===== config.mk =====
export PLATFORM = sky130hd
export DESIGN_NAME = dllm_ctrl
export DESIGN_NICKNAME = d
export VERILOG_FILES = /design/src/hw/rtl/dllm_pkg.sv /design/src/hw/rtl/dllm_ctrl.sv
export SDC_FILE = /design/constraint.sdc
export NUM_CORES = 1
export LEC_CHECK = 0
export BUFFER_PORTS_ARGS = -buffer_cell sky130_fd_sc_hd__buf_2
export CORE_AREA = 2 2 39 41
export CTS_CLUSTER_DIAMETER = 150
export DETAILED_ROUTE_END_ITERATION = 10
export DIE_AREA = 0 0 41 43
export PLACE_DENSITY = 0.39
export REMOVE_ABC_BUFFERS = 1
export SLEW_MARGIN = 40
export SYNTH_ARGS = -nofsm -noshare
export SYNTH_HDL_FRONTEND = slang
export SYNTH_SLANG_ARGS = --single-unit

===== constraint.sdc =====
create_clock -name clock -period 1.3 [get_ports clock]
set_clock_uncertainty 0.05 [all_clocks]
set_input_delay 0.065 -clock clock [delete_from_list [all_inputs] [get_ports clock]]
set_output_delay 0.065 -clock clock [all_outputs]
set_load 0.05 [all_outputs]

===== src/hw/rtl/dllm_pkg.sv =====
// Shared types and constants for the doubly linked list manager.
// Used by the controller, the datapath and the top level; depends on nothing.
package dllm_pkg;

   localparam int POOL_NODES_DEFAULT = 256;
   localparam int NODE_W             = 8;
   localparam int COUNT_W            = 9;
   localparam int OPCODE_W           = 3;
   localparam int REQ_DATA_W         = 24;
   localparam int REQ_USER_W         = 1;
   localparam int RSP_DATA_W         = 40;
   localparam int RSP_USER_W         = 3;

   typedef enum logic [OPCODE_W-1:0] {
      OP_PUSH_BACK    = 3'd0,
      OP_PUSH_FRONT   = 3'd1,
      OP_INSERT_AFTER = 3'd2,
      OP_POP_FRONT    = 3'd3,
      OP_POP_BACK     = 3'd4,
      OP_REMOVE       = 3'd5
   } op_type;

   // Controller to datapath commands.
   typedef struct packed {
      logic accept;   // capture the request and launch the link reads
      logic phase_a;  // first write slot of each link memory
      logic phase_b;  // second write slot of each link memory
      logic commit;   // update head, tail and count and load the response
   } cmd_type;

endpackage


===== src/hw/rtl/dllm_ctrl.sv =====
// Sequencer for the list manager: steps each request through read and two write slots.
// Depends on dllm_pkg for the command struct.
module dllm_ctrl (
   input  logic              clock,
   input  logic              reset,
   input  logic              req_tvalid,
   output logic              req_tready,
   output logic              rsp_tvalid,
   input  logic              rsp_tready,
   output dllm_pkg::cmd_type cmd
);

   typedef enum logic [2:0] {
      ST_IDLE = 3'b001,
      ST_WR_A = 3'b010,
      ST_WR_B = 3'b100
   } state_type;

   state_type state_ff, state_in;
   logic      rsp_valid_ff, rsp_valid_in;
   logic      rsp_free;

   assign rsp_free = !rsp_valid_ff || rsp_tready;

   always_comb begin
      state_in     = state_ff;
      cmd          = '0;
      rsp_valid_in = rsp_valid_ff && !rsp_tready;
      case (state_ff)
         ST_IDLE: begin
            cmd.accept = req_tvalid;
            if (req_tvalid) begin
               state_in = ST_WR_A;
            end
         end
         ST_WR_A: begin
            cmd.phase_a = 1'b1;
            state_in    = ST_WR_B;
         end
         ST_WR_B: begin
            // The second writes repeat harmlessly while the response slot is full.
            cmd.phase_b = 1'b1;
            if (rsp_free) begin
               cmd.commit   = 1'b1;
               rsp_valid_in = 1'b1;
               state_in     = ST_IDLE;
            end
         end
         default: begin
            state_in = ST_IDLE;
         end
      endcase
   end

   always_ff @(posedge clock) begin
      if (reset) begin
         state_ff     <= ST_IDLE;
         rsp_valid_ff <= 1'b0;
      end else begin
         state_ff     <= state_in;
         rsp_valid_ff <= rsp_valid_in;
      end
   end

   assign req_tready = (state_ff == ST_IDLE);
   assign rsp_tvalid = rsp_valid_ff;

endmodule


==> results.cfg <==
[clocking]
clk_latency_ps = 230
clk_path_buf_depth = 2
clk_pin_slew_ps = 40
root_buffer = clkbuf_4
cts_buffers = 3
clock-sinks = 4
tritoncts = yes
h-tree-depth = 1

[timing]
fmax_mhz = 808
hold_slack_ps = 95.3
worst_pin_slew_ps = 249
min_period_over_period_pct = 95.2
slew_viol_final = 0
finalSetupViolations = 0
hold_violations = 0
timing.slew.headroom_pct = 83.5
period_minus_slack_ps = 1240
fin_ws_ps = 62.4
rsz0062_at_grt = yes
tns_ps = 0

[grt]
grt_pass1_wl_um = 724
overflow = 0
antenna_found_initial = 0
grt_use_total_pct = 6.92
grt_pass1_vias = 168
grt_max_degree = 7

[setup_path]
worstSetupEndpointType = output pin
rr_startpoint = state_ff[1]
reg2reg_depth = 3
rrSetupSlack_ps = 310
required_ps = 1190
r2r-end = state_ff[0]
path_class = reg2out
worstSetupStartpointType = flop
critPathArrivalTime_ps = 1120
cp_cell_sequence = nor3b_4, nand2_1, inv_1, buf_6
cp_max_fo = 5
critical-path-max-stage-delay_ps = 360
cpMaxStageDelayCell = dfxtp_4

[floorplan]
std_cell_rows = 14
die_w_um = 41
start_util_pct = 14.5
io-pin-count = 10
die_area_um2 = 1760
core_um2 = 1380
die_y_um = 43

[layout]
mostFrequentLayoutCells = buf_2 (7), clkbuf_4 (3)
drive_above_1_share_pct = 54.3
nFillCells = 153
nets = 41
area_growth_syn_to_layout_pct = 59.4
layout_commonest_cell = buf_2
insertedDiodeCount = 0
utilization_pct = 23.1

[yosys]
synthesis.area_um2 = 200
yosysWarnings = 0
synthCells = 22
ys_ff_latch = 4
ys_seq_area_share_pct = 40.0
avgSynthCellArea_um2 = 9.10
ys_types = 13

[place]
port_buffers = 9
gp_congestion = 0.611
post-place-ws_ps = 145
dpl.hpwl_um = 342

[detailed_routing]
drc = 0
drtAntennaViolNets = 0
avgViaCountPerCell = 3.78
drt-pass1-iter-count = 2
vias = 193
drt-wirelength-per-cell_um = 8.96
wirelength_um = 457
drt_first_iter_violations = 1

[power]
p_per_area_nw_per_um2 = 1130
ir_worst_vdd_v = 0.000447
p_leak_nw = 0.153

[min_path]
holdPathStages = 3
hold_class = in2reg
whs_endpoint = rsp_tvalid
hp-start = rsp_tready

[run]
cap_violations = 0

[run_status]
status = completed
[routing by layer]
| layer | global-route usage (%) | vias to the layer above | part of all wire (%) |
|---|---|---|---|
| met3 | 9.42 | 0 | 19 |
| met1 | 8.65 | 80 | 44 |
| met2 | 6.56 | 14 | 37 |
| met5 | 0 | - | 0 |
| li1 | - | 99 | - |
| met4 | 2.00 | 0 | 0 |
[synthesized netlist by cell type]
cell type / n / area (µm²)
nand2_1: 2 / 7.51
a21o_1: 1 / 7.51
mux2i_1: 1 / 10.0
a21oi_1: 2 / 10.0
nand3b_1: 1 / 7.51
nor2_1: 2 / 7.51
inv_1: 2 / 7.51
nor3b_2: 3 / 37.5
and3_1: 1 / 6.26
buf_4: 1 / 7.51
nor3_1: 1 / 5.00
nand2b_1: 1 / 6.26
dfxtp_1: 4 / 80.1
[cell type report]
| type | count | area (µm²) | share of cell area [%] |
|---|---|---|---|
| clock buffer | 3 | 22.5 | 7.06 |
| inverter | 2 | 7.51 | 2.35 |
| tap | 16 | 20.0 | 6.27 |
| multi-input combinational | 15 | 111 | 34.9 |
| timing repair buffer | 11 | 71.3 | 22.4 |
| sequential | 4 | 86.3 | 27.1 |
[power by group]
group / switching [mW] / internal (mW)
clock network: 0.0461 / 0.103
registers: 0.00832 / 0.129
logic: 0.0439 / 0.0312
total: 0.0984 / 0.263
[through the flow]
stage                     area, µm²  std cells  power (mW)
final                           319         51       0.361
after global placement          258         46       0.198
after global routing            319         51       0.392
after floorplan                 193         21       0.181
after detailed placement        258         46       0.198
after CTS                       304         50       0.365
[worst max path at each step]
stage / depth (start not counted) / startpoint / slack, ps / endpoint
finish: 4 / state_ff[0] / 60 / cmd[3]
global route: 4 / state_ff[1] / -40 / cmd[3]
CTS: 4 / state_ff[2] / 10 / cmd[3]
detailed placement: 4 / state_ff[0] / 150 / cmd[3]
global placement: 4 / state_ff[0] / 170 / cmd[3]
floorplan: 3 / state_ff[0] / -410 / cmd[3]
[sequential cells by signal (all words and copies together) (netlist names)]
name        cells
rsp_tvalid      1
state_ff        3
[critical path: cells and delay by family (launching register included)]
family        cells  cell delay (ps)
buf+inv           2              230
flops             1              360
simple gates      2              300
[cells by family after synthesis]
group | synth area share (%)
buffers and inverters | 7.50
muxes | 5.00
DFF | 40.0
and+or+nand+nor | 38.8
AOI/OAI and AO/OA | 8.75
[what timing repair did]
item / in CTS / in global routing
hold endpoints to repair: 3 / 0
setup buffers: 0 / 1
hold buffers: 1 / 0
pin swaps: 0 / 2
setup endpoints to repair: 2 / 4
gates resized for setup: 5 / 3
No activity file was read; power rests on OpenSTA's default activity.
